===== config.mk =====
export PLATFORM = sky130hd
export DESIGN_NAME = tlb_fifo_lfu_replacement_core
export DESIGN_NICKNAME = d
export VERILOG_FILES = /design/src/rtl/tlbfl_pkg.sv /design/src/rtl/tlb_fifo_lfu_replacement_core.sv /design/src/rtl/tlbfl_front.sv /design/src/rtl/tlbfl_back.sv
export VERILOG_INCLUDE_DIRS = /design/src /design/src/rtl
export SDC_FILE = /design/constraint.sdc
export NUM_CORES = 2
export LEC_CHECK = 0
export BUFFER_PORTS_ARGS = -buffer_cell sky130_fd_sc_hd__buf_2
export CORE_UTILIZATION = 50
export CTS_BUF_LIST = sky130_fd_sc_hd__clkbuf_8
export CTS_CLUSTER_DIAMETER = 200
export DETAILED_ROUTE_END_ITERATION = 8
export GPL_TIMING_DRIVEN = 1
export PLACE_DENSITY = 0.62
export SLEW_MARGIN = 20
export SYNTH_ARGS = -nofsm -noshare
export SYNTH_HDL_FRONTEND = slang
export SYNTH_SLANG_ARGS = --single-unit

===== constraint.sdc =====
create_clock -name clk_i -period 16.52 [get_ports clk_i]
set_clock_uncertainty 0.05 [all_clocks]
set_input_delay 1.652 -clock clk_i [delete_from_list [all_inputs] [get_ports clk_i]]
set_output_delay 1.652 -clock clk_i [all_outputs]
set_load 0.02 [all_outputs]

===== src/rtl/tlb_fifo_lfu_replacement_core_defines.svh =====
// ---------------------------------------------------------------------------
// tlb fifo/lfu replacement core: assertion macros
// ---------------------------------------------------------------------------
`ifndef TLB_FIFO_LFU_REPLACEMENT_CORE_DEFINES_SVH
`define TLB_FIFO_LFU_REPLACEMENT_CORE_DEFINES_SVH

// same-cycle implication, checked out of reset
`define TLBFL_ASSERT_IMPL(label, ante, cons) \
  label: assert property (@(posedge clk_i) disable iff (!rst_ni) (ante) |-> (cons)) \
    else $error("tlbfl assertion failed");

// next-cycle implication, checked out of reset
`define TLBFL_ASSERT_NEXT(label, ante, cons) \
  label: assert property (@(posedge clk_i) disable iff (!rst_ni) (ante) |=> (cons)) \
    else $error("tlbfl assertion failed");

`endif


===== src/rtl/tlbfl_pkg.sv =====
// ---------------------------------------------------------------------------
// tlbfl_pkg
// shared types and constants of the fully associative tlb core
// ---------------------------------------------------------------------------
package tlbfl_pkg;

  localparam int ENTRIES = 8;
  localparam int IDX_W   = $clog2(ENTRIES);
  localparam int PAGE_W  = 20;
  localparam int CNT_W   = 32;

  // request queue between front and back
  localparam int QDEPTH  = 2;
  localparam int QPTR_W  = $clog2(QDEPTH);
  localparam int QCNT_W  = $clog2(QDEPTH + 1);

  localparam logic OP_LOOKUP = 1'b0;
  localparam logic OP_FILL   = 1'b1;

  localparam logic MODE_FIFO = 1'b0;
  localparam logic MODE_LFU  = 1'b1;

  typedef struct packed {
    logic              op;
    logic [PAGE_W-1:0] page;
    logic [PAGE_W-1:0] frame;
  } req_t;

  typedef enum logic {
    S_IDLE,
    S_SCAN
  } back_state_e;

  function automatic logic [CNT_W-1:0] sat_inc(input logic [CNT_W-1:0] v);
    logic [CNT_W-1:0] r;
    r = (v == {CNT_W{1'b1}}) ? v : v + {{(CNT_W-1){1'b0}}, 1'b1};
    return r;
  endfunction

endpackage


===== src/rtl/tlb_fifo_lfu_replacement_core.sv =====
// ---------------------------------------------------------------------------
// tlb_fifo_lfu_replacement_core
// eight-entry fully associative tlb with fifo or lfu replacement
// ---------------------------------------------------------------------------
// channel   direction  handshake                      payload
// request   in         start & !busy                  op_i, page_i, frame_in_i
// result    out        result_valid_o (one cycle)     hit_o, frame_out_o,
//                                                     hits_total_o, misses_total_o
// config    in         cfg_valid_i & cfg_ready_o      cfg_data_i (lfu_mode)
//
// a request enters a two-deep queue; busy rises only when that queue is full.
// the back end takes one request a cycle outside an lfu scan; the result strobes the cycle after.
// an lfu fill that misses with all slots valid walks the use counts, one slot
// a cycle, holding the back end until the walk has passed the last slot.
// reset clears valid bits, use counts, pointer and counters; the receiver
// cannot stall results.
// ---------------------------------------------------------------------------
module tlb_fifo_lfu_replacement_core
  import tlbfl_pkg::*;
(
  input  logic              clk_i,
  input  logic              rst_ni,
  input  logic              start,
  output logic              busy,
  input  logic              op_i,
  input  logic [PAGE_W-1:0] page_i,
  input  logic [PAGE_W-1:0] frame_in_i,
  output logic              result_valid_o,
  output logic              hit_o,
  output logic [PAGE_W-1:0] frame_out_o,
  output logic [CNT_W-1:0]  hits_total_o,
  output logic [CNT_W-1:0]  misses_total_o,
  input  logic              cfg_valid_i,
  output logic              cfg_ready_o,
  input  logic              cfg_data_i
);

  logic lfu_mode_q;
  req_t push_req, q_req;
  logic q_full, q_valid, q_pop;

  assign cfg_ready_o = 1'b1;

  always_ff @(posedge clk_i or negedge rst_ni) begin
    if (!rst_ni) begin
      lfu_mode_q <= MODE_FIFO;
    end else if (cfg_valid_i && cfg_ready_o) begin
      lfu_mode_q <= cfg_data_i;
    end
  end

  assign push_req = '{op: op_i, page: page_i, frame: frame_in_i};
  assign busy     = q_full;

  tlbfl_front u_front (
    .clk_i       (clk_i),
    .rst_ni      (rst_ni),
    .push_i      (start),
    .push_req_i  (push_req),
    .full_o      (q_full),
    .pop_i       (q_pop),
    .req_valid_o (q_valid),
    .req_o       (q_req)
  );

  tlbfl_back u_back (
    .clk_i        (clk_i),
    .rst_ni       (rst_ni),
    .lfu_mode_i   (lfu_mode_q),
    .req_valid_i  (q_valid),
    .req_i        (q_req),
    .pop_o        (q_pop),
    .res_valid_o  (result_valid_o),
    .res_hit_o    (hit_o),
    .res_frame_o  (frame_out_o),
    .res_hits_o   (hits_total_o),
    .res_misses_o (misses_total_o)
  );

endmodule


===== src/rtl/tlbfl_front.sv =====
// ---------------------------------------------------------------------------
// tlbfl_front
// takes requests from the command port into a short queue for the back end
// ---------------------------------------------------------------------------
module tlbfl_front
  import tlbfl_pkg::*;
(
  input  logic clk_i,
  input  logic rst_ni,
  input  logic push_i,
  input  req_t push_req_i,
  output logic full_o,
  input  logic pop_i,
  output logic req_valid_o,
  output req_t req_o
);

  req_t              slot_q [QDEPTH];
  logic [QPTR_W-1:0] wr_ptr_q, wr_ptr_d;
  logic [QPTR_W-1:0] rd_ptr_q, rd_ptr_d;
  logic [QCNT_W-1:0] count_q, count_d;
  logic              do_push, do_pop;

  assign full_o      = (count_q == QCNT_W'(QDEPTH));
  assign req_valid_o = (count_q != '0);
  assign req_o       = slot_q[rd_ptr_q];

  assign do_push = push_i && !full_o;
  assign do_pop  = pop_i && req_valid_o;

  always_comb begin
    wr_ptr_d = wr_ptr_q;
    rd_ptr_d = rd_ptr_q;
    count_d  = count_q;
    if (do_push) begin
      wr_ptr_d = (wr_ptr_q == QPTR_W'(QDEPTH - 1)) ? '0 : wr_ptr_q + QPTR_W'(1);
    end
    if (do_pop) begin
      rd_ptr_d = (rd_ptr_q == QPTR_W'(QDEPTH - 1)) ? '0 : rd_ptr_q + QPTR_W'(1);
    end
    if (do_push && !do_pop) begin
      count_d = count_q + QCNT_W'(1);
    end else if (do_pop && !do_push) begin
      count_d = count_q - QCNT_W'(1);
    end
  end

  always_ff @(posedge clk_i or negedge rst_ni) begin
    if (!rst_ni) begin
      wr_ptr_q <= '0;
      rd_ptr_q <= '0;
      count_q  <= '0;
    end else begin
      wr_ptr_q <= wr_ptr_d;
      rd_ptr_q <= rd_ptr_d;
      count_q  <= count_d;
    end
  end

  always_ff @(posedge clk_i) begin
    if (do_push) begin
      slot_q[wr_ptr_q] <= push_req_i;
    end
  end

endmodule


===== src/rtl/tlbfl_back.sv =====
// ---------------------------------------------------------------------------
// tlbfl_back
// entry store, parallel tag compare, replacement and statistics counters
// ---------------------------------------------------------------------------
`include "tlb_fifo_lfu_replacement_core_defines.svh"

module tlbfl_back
  import tlbfl_pkg::*;
(
  input  logic              clk_i,
  input  logic              rst_ni,
  input  logic              lfu_mode_i,
  input  logic              req_valid_i,
  input  req_t              req_i,
  output logic              pop_o,
  output logic              res_valid_o,
  output logic              res_hit_o,
  output logic [PAGE_W-1:0] res_frame_o,
  output logic [CNT_W-1:0]  res_hits_o,
  output logic [CNT_W-1:0]  res_misses_o
);

  logic [PAGE_W-1:0] page_q  [ENTRIES];
  logic [PAGE_W-1:0] frame_q [ENTRIES];
  logic [ENTRIES-1:0] valid_q, valid_d;
  logic [CNT_W-1:0]  uses_q  [ENTRIES];
  logic [CNT_W-1:0]  uses_d  [ENTRIES];
  logic [IDX_W-1:0]  wptr_q, wptr_d;
  logic [CNT_W-1:0]  hits_q, hits_d;
  logic [CNT_W-1:0]  misses_q, misses_d;

  back_state_e       state_q, state_d;
  logic [IDX_W-1:0]  scan_q, scan_d;
  logic [IDX_W-1:0]  victim_q, victim_d;
  logic [CNT_W-1:0]  min_q, min_d;
  logic [PAGE_W-1:0] pend_page_q, pend_frame_q;

  logic              res_valid_q, res_valid_d;
  logic              res_hit_q;
  logic [PAGE_W-1:0] res_frame_q;

  logic [ENTRIES-1:0] hit_vec;
  logic               hit_any, empty_any;
  logic [IDX_W-1:0]   hit_idx, empty_idx;

  logic               wr_en, clr_uses, take, start_scan;
  logic [IDX_W-1:0]   wr_idx;
  logic [PAGE_W-1:0]  wr_page, wr_frame;
  logic               scan_less;
  logic [IDX_W-1:0]   scan_cand;

  // parallel tag compare, lowest matching slot wins
  always_comb begin
    hit_vec   = '0;
    hit_idx   = '0;
    empty_idx = '0;
    for (int i = 0; i < ENTRIES; i++) begin
      hit_vec[i] = valid_q[i] && (page_q[i] == req_i.page);
    end
    for (int i = ENTRIES - 1; i >= 0; i--) begin
      if (hit_vec[i]) begin
        hit_idx = IDX_W'(i);
      end
      if (!valid_q[i]) begin
        empty_idx = IDX_W'(i);
      end
    end
  end

  assign hit_any   = |hit_vec;
  assign empty_any = ~&valid_q;

  assign scan_less = uses_q[scan_q] < min_q;
  assign scan_cand = scan_less ? scan_q : victim_q;

  assign take  = (state_q == S_IDLE) && req_valid_i;
  assign pop_o = take;

  // next state
  always_comb begin
    state_d = state_q;
    unique case (state_q)
      S_IDLE: begin
        if (start_scan) begin
          state_d = S_SCAN;
        end
      end
      S_SCAN: begin
        if (scan_q == IDX_W'(ENTRIES - 1)) begin
          state_d = S_IDLE;
        end
      end
      default: state_d = S_IDLE;
    endcase
  end

  // datapath control
  always_comb begin
    start_scan = 1'b0;
    wr_en      = 1'b0;
    clr_uses   = 1'b0;
    wr_idx     = wptr_q;
    wr_page    = req_i.page;
    wr_frame   = req_i.frame;
    wptr_d     = wptr_q;
    hits_d     = hits_q;
    misses_d   = misses_q;
    scan_d     = scan_q;
    victim_d   = victim_q;
    min_d      = min_q;
    res_valid_d = 1'b0;
    unique case (state_q)
      S_IDLE: begin
        if (take) begin
          res_valid_d = 1'b1;
          if (hit_any) begin
            hits_d = sat_inc(hits_q);
          end else begin
            misses_d = sat_inc(misses_q);
            if (req_i.op == OP_FILL) begin
              if (lfu_mode_i == MODE_FIFO) begin
                wr_en  = 1'b1;
                wr_idx = wptr_q;
                wptr_d = (wptr_q == IDX_W'(ENTRIES - 1)) ? '0 : wptr_q + IDX_W'(1);
              end else if (empty_any) begin
                wr_en    = 1'b1;
                clr_uses = 1'b1;
                wr_idx   = empty_idx;
                wptr_d   = (empty_idx == IDX_W'(ENTRIES - 1)) ? '0
                                                              : empty_idx + IDX_W'(1);
              end else begin
                // all slots full: walk the use counts for the least used
                start_scan = 1'b1;
                scan_d     = IDX_W'(1);
                victim_d   = '0;
                min_d      = uses_q[0];
              end
            end
          end
        end
      end
      S_SCAN: begin
        victim_d = scan_cand;
        if (scan_less) begin
          min_d = uses_q[scan_q];
        end
        scan_d = scan_q + IDX_W'(1);
        if (scan_q == IDX_W'(ENTRIES - 1)) begin
          scan_d   = '0;
          wr_en    = 1'b1;
          clr_uses = 1'b1;
          wr_idx   = scan_cand;
          wr_page  = pend_page_q;
          wr_frame = pend_frame_q;
        end
      end
      default: ;
    endcase
  end

  always_comb begin
    valid_d = valid_q;
    for (int i = 0; i < ENTRIES; i++) begin
      uses_d[i] = uses_q[i];
      if (wr_en && (wr_idx == IDX_W'(i))) begin
        valid_d[i] = 1'b1;
        if (clr_uses) begin
          uses_d[i] = '0;
        end
      end else if (take && hit_any && (hit_idx == IDX_W'(i))) begin
        uses_d[i] = sat_inc(uses_q[i]);
      end
    end
  end

  always_ff @(posedge clk_i or negedge rst_ni) begin
    if (!rst_ni) begin
      state_q     <= S_IDLE;
      valid_q     <= '0;
      wptr_q      <= '0;
      hits_q      <= '0;
      misses_q    <= '0;
      scan_q      <= '0;
      victim_q    <= '0;
      min_q       <= '0;
      res_valid_q <= 1'b0;
      for (int i = 0; i < ENTRIES; i++) begin
        uses_q[i] <= '0;
      end
    end else begin
      state_q     <= state_d;
      valid_q     <= valid_d;
      wptr_q      <= wptr_d;
      hits_q      <= hits_d;
      misses_q    <= misses_d;
      scan_q      <= scan_d;
      victim_q    <= victim_d;
      min_q       <= min_d;
      res_valid_q <= res_valid_d;
      for (int i = 0; i < ENTRIES; i++) begin
        uses_q[i] <= uses_d[i];
      end
    end
  end

  always_ff @(posedge clk_i) begin
    if (wr_en) begin
      page_q[wr_idx]  <= wr_page;
      frame_q[wr_idx] <= wr_frame;
    end
    if (start_scan) begin
      pend_page_q  <= req_i.page;
      pend_frame_q <= req_i.frame;
    end
    if (take) begin
      res_hit_q   <= hit_any;
      res_frame_q <= hit_any ? frame_q[hit_idx] : '0;
    end
  end

  assign res_valid_o  = res_valid_q;
  assign res_hit_o    = res_hit_q;
  assign res_frame_o  = res_frame_q;
  assign res_hits_o   = hits_q;
  assign res_misses_o = misses_q;

  `TLBFL_ASSERT_IMPL(a_miss_frame_zero, res_valid_q && !res_hit_q, res_frame_q == '0)
  `TLBFL_ASSERT_IMPL(a_scan_only_full, state_q == S_SCAN, &valid_q)
  `TLBFL_ASSERT_NEXT(a_valid_sticky, 1'b1, (valid_q & $past(valid_q)) == $past(valid_q))
  `TLBFL_ASSERT_NEXT(a_one_count_step, take, (hits_q != $past(hits_q)) ||
                     (misses_q != $past(misses_q)) || (&$past(hits_q)) ||
                     (&$past(misses_q)))

endmodule

# Yosys cells after proc, flatten, opt, wreduce, memory -nomap -nowiden
# Memory sizes are Yosys's and may differ from the RTL's. A register that Yosys moved wholly into a read port is not among the register bits.
# Cells that the tools add are included.
# word_totals
elab_cells,289
register_bits,417
mem_count,3
inputBits,46
ramBits,402
output_inout_bits,88
# classes
magnitude_cmp,2
n_addsub,17
bitwise_logic,5
reduce_logical,61
n_eq_ne,59
mux,111
# memory_table
name,words,word_bits,read_ports,rd_clocked_by_memory_dff,write_ports,line_no,rtl
u_back.frame_q,8,20,1,1,1,tlbfl_back.sv:24,logic [PAGE_W-1:0] frame_q [ENTRIES];
u_back.page_q,8,20,8,0,1,tlbfl_back.sv:23,logic [PAGE_W-1:0] page_q [ENTRIES];
u_front.slot_q,2,41,1,0,1,tlbfl_front.sv:18,req_t slot_q [QDEPTH];
# ops
cell,n
32-bit two-way mux,33
"32-bit by 1-bit adder with 32-bit output, second input constant",10
"32-bit equality test, second input constant",10
20-bit equality test,8
3-bit two-way mux,38
32-bit binary-select mux with 3-bit select,1
20-bit two-way mux,4
32-bit case mux with 2 select lines,1
"2-bit by 1-bit inequality test with 1-bit output, second input constant",18
"3-bit equality test, second input constant",11
32-bit less-than comparator,1
1-bit logical AND,30
1-bit two-way mux,26
3-bit AND reduction,8
2-bit nonzero test,10
3-bit case mux with 2 select lines,3
"3-bit by 2-bit equality test with 1-bit output, second input constant",4
"2-bit inequality test, second input constant",5
5-bit AND reduction,2
"3-bit by 1-bit adder with 3-bit output, second input constant",3
4-bit AND reduction,2
8-bit AND reduction,1
8-bit OR reduction,1
"3-bit by 1-bit equality test with 1-bit output, second input constant",2
other kinds (12),23

# Logic depth before layout (Yosys ltp)
# depth
ltp_word,18
ltp_mapped,17
mapped_depth_nobuf,13

# Cells and area by module
# Synthesis repeated with hierarchy kept, for this count alone.
# hier_totals
cells_unflattened,3348
hier_area_um2,40771.6
# by_module_without_submodules
mod,cells_per_inst,seq_area_each_um2,instances,area_per_inst_um2
tlbfl_back,3197,20724.9,1,37358.3
tlbfl_front,147,2562.5,1,3362.0
tlb_fifo_lfu_replacement_core,4,25.0,1,51.3

# Least setup slack after synthesis
# No wires, ideal clock.
# synth_timing
kind,register to register
startpoint,reg u_back.scan_q[0]
endpoint,mem u_back.frame_q[3][0] (enable)
period_less_slack_ps,7969
setup_slack_ps,8551
t_required_ps,15971
t_arrival_ps,7419
setup_ps,499
path_stages_with_launch,15
path_cell_list,dfrtp_1 -> clkbuf_1 -> buf_1 -> mux4_2 -> mux2_2 -> ha_1 -> a21o_1 -> a21o_1 -> a221o_1 -> a21o_1 -> nor3_1 -> mux2_2 -> o2111ai_1 -> nand2_1 -> a211oi_1
# synth_via
elab_chain_len,8
# synth_lines
element,line_no,rtl
"start, declared",tlbfl_back.sv:33,"logic [IDX_W-1:0] scan_q, scan_d;"
"start signal, assigned",tlbfl_back.sv:196,scan_q <= scan_d;
3-bit NOT with 4-bit output (implied by the code),tlbfl_back.sv:73,assign scan_less = uses_q[scan_q] < min_q;
32-bit binary-select mux with 3-bit select,tlbfl_back.sv:73,
32-bit two-way mux (implied by the code) (2 in series),tlbfl_back.sv:73,
32-bit less-than comparator,tlbfl_back.sv:73,
3-bit two-way mux,tlbfl_back.sv:74,assign scan_cand = scan_less ? scan_q : victim_q;
3-bit two-way mux,tlbfl_back.sv:148,if (scan_q == IDX_W'(ENTRIES - 1)) begin
3-bit case mux with 2 select lines,tlbfl_back.sv:112,unique case (state_q)
"end, declared",tlbfl_back.sv:24,
# Several ways; a longest one is shown, not always the timed one. The select of a mux whose other input is x is not followed.

# Worst setup path after layout
# layout_timing
startpoint,reg u_back.scan_q[0]
endpoint,mem u_back.frame_q[1][7] (enable)
# The elaborated chain is that of the path after synthesis.

==> impl_metrics.json <==
{
  "cts_hold_buf": 0,
  "final_common_cell": "edfxtp_1",
  "cts_tree": "yes",
  "timing.fmax_ghz": 0.140,
  "grt_pass1_vias": 28523,
  "core-area_sq_um": 80900,
  "ant_nets": 0,
  "cts_root_buffer": "clkbuf_8",
  "h-tree-depth": 4,
  "finalCritPeriodShare_pct": 43.1,
  "clkTransAtPathRegs_ns": 0.06,
  "syn_inst": 3432,
  "ys_types": 89,
  "grt_util_all_layers_pct": 27.3,
  "synthFlopType": "edfxtp_1",
  "relSlewSlack_pct": 17.6,
  "slew_violations": 0,
  "final_cell_mix": "edfxtp_1, dfrtp_1, nor2_1",
  "num_rows": 104,
  "drtIter0Drc": 2739,
  "synth_edf_count": 463,
  "antenna_found_initial": 2,
  "fin_area_sq_um": 45600,
  "insertion_delay_ns": 0.82,
  "ys_warn_count": 0,
  "maxCapViolCount": 0,
  "syn_to_final_growth_pct": 10.9,
  "min_path_type": "reg2reg",
  "syn_area_sq_um": 41200,
  "critPathArrivalTime_ns": 7.47,
  "cp_num_buf_inv": 1,
  "cp_cell_sequence": "buf_4, mux4_2, mux2_2, ha_1, a21oi_1, o21ai_0, a221o_1, a21o_1, nor3_1, mux2_2, o2111ai_1, nand2_1, a21oi_1, and2_2",
  "syn-num-nets": 3525,
  "grt_overflow": 0,
  "place_congestion": 0.971,
  "numCtsBuffers": 143,
  "worstPathRequired_ns": 16.87,
  "hold_viol_final": 0,
  "setup_tns_ns": 0,
  "nets": 3699,
  "synthArstFlopShare_pct": 44.8,
  "avgSynthCellArea_sq_um": 12.0,
  "post_cts_buffers": 0,
  "cts.sink_count": 839,
  "rsz0062_at_grt": "false",
  "period_minus_slack_ns": 7.12,
  "initial_core_util_pct": 50.9,
  "critPathCaptureType": "flop",
  "p_per_area_nw_per_um2": 135,
  "drt-vias-per-instance": 6.07,
  "layout-drive-gt1-share_pct": 15.5,
  "slowest_delay_ns": 0.95,
  "die_h_um": 289,
  "dp_hpwl_mm": 77.6,
  "p_leak_uw": 0.0177,
  "grt_max_degree": 114,
  "wl_mm": 113,
  "wl_per_cell_um": 23.7,
  "yosysSeqAreaShare_pct": 56.6,
  "io_buffers": 132,
  "cp_max_fo": 53,
  "synth_seq_cells": 839,
  "crit_family": "simple AND/OR/NAND/NOR gates",
  "clockBufferDepth": 3,
  "vdd_ir_drop_max_mv": 0.128,
  "cts_resized": 0,
  "dpl_cell_area_sq_um": 43000,
  "setup_viol": 0,
  "worstSetupPathType": "reg2reg",
  "tightest_slew_ns": 1.23,
  "dr.pass1.iters": 5,
  "dieWidth_um": 289,
  "die_area_sq_um": 83500,
  "grt_pass1_wl_mm": 171,
  "critPathLaunchType": "flop",
  "drcViolationCount": 0,
  "status": "complete, no violations",
  "ioPinCount": 134,
  "cp_slowest_cell": "and2_2",
  "vias": 29018
}
-- per-layer routing --
layer  part of all wire [%]  up-vias  track usage [%]
met5                  0.011        -                0
met4                    4.9        2             13.9
met3                    6.6      309             5.27
met2                     47     1178             43.2
met1                     41    14513             35.9
li1                       -    13016                -
-- metrics by stage --
step,total power [uW],setup WS [ns],cells,util [%],hold slack [ns]
after floorplan,3880,8.55,3432,-,0.400
after global placement,4380,9.55,4520,53.1,0.413
after detailed placement,4420,9.43,4521,53.1,0.420
after CTS,6170,9.42,4775,56.4,0.432
after global routing,6410,8.93,4776,56.4,0.452
final,6140,9.40,4778,56.4,0.428
-- area by class of cell --
cell class	instances	area [sq um]
flip-flops and latches	839	23300
repair buffers	174	990
multi-input cells	2335	16900
diodes	3	7.51
fillers	6715	35300
clock inverters	95	438
inverters	113	424
clock buffers	159	2190
well taps	1060	1330
-- cells in the mapped netlist, types with 64 or more instances --
library cell / number / area share [%]
inv_1: 113 / 1.0
dfrtp_1: 376 / 23
nand3_1: 148 / 1.8
a21oi_1: 116 / 1.4
and3_1: 81 / 1.2
mux2i_1: 117 / 2.8
xnor2_1: 302 / 6.4
mux4_2: 64 / 3.5
nor2_1: 316 / 2.9
nor4_1: 70 / 1.1
nor3_1: 89 / 1.1
xor2_1: 94 / 2.0
clkbuf_1: 92 / 0.84
nand2_1: 216 / 2.0
edfxtp_1: 463 / 34
o21ai_0: 95 / 1.2
nand4_1: 115 / 1.7
-- path summary, 6_finish.rpt --
path,startpoint,endpoint,cells after the start,slack [ns]
min in group asynchronous,rst_ni,u_back.uses_q[172],1,0.84
max in group asynchronous,rst_ni,u_back.scan_q[0],3,13.14
worst max register to register,u_back.scan_q[0],u_back.frame_q[1][7],14,9.40
worst max-delay path,u_back.scan_q[0],u_back.frame_q[1][7],14,9.40
worst min register to register,u_back.min_q[0],u_back.min_q[0],2,0.43
worst min-delay path,u_back.min_q[0],u_back.min_q[0],2,0.43
-- tightest hold or removal path: stages, from the launching register on --
cell and delay (ns):
dfrtp_1 0.34, nand2_1 0.04, o21ai_0 0.06
-- registers in the layout (all words and copies together), names as in the netlist --
name / flops
u_back.scan_q: 3
u_back.min_q: 32
u_back.frame_q: 160
u_back.pend_frame_q: 20
u_front.slot_q: 82
u_back.page_q: 160
u_back.victim_q: 3
u_back.res_valid_o: 1
u_back.wptr_q: 3
u_back.res_hits_o: 32
lfu_mode_q: 1
u_front.count_q: 2
u_back.valid_q: 8
u_back.pend_page_q: 20
u_back.res_hit_o: 1
u_front.rd_ptr_q: 1
u_back.uses_q: 256
u_back.state_q: 1
u_back.res_frame_o: 20
u_front.wr_ptr_q: 1
u_back.res_misses_o: 32
-- power breakdown --
part           total, uW  leakage [uW]  switching, uW  internal [uW]
combinational       1610       0.00676           1100            512
sequential          2790       0.00941            136           2650
clock               1740       0.00156            856            884
total               6140        0.0177           2090           4050
-- cell families (layout without fill, tap and decap cells) --
group	count (synthesis)	count (layout)	share of synthesized area [%]
other	1	4	0.00911
xor gates and xnor gates	396	396	8.43
muxes	257	257	8.97
DFF	839	839	56.6
AOI/OAI and AO/OA	355	355	5.64
buffers and inverters	258	541	2.54
and+or+nand+nor	1279	1279	16.3
adders and majority gates	47	47	1.43
(Power assumes the default switching activity.)
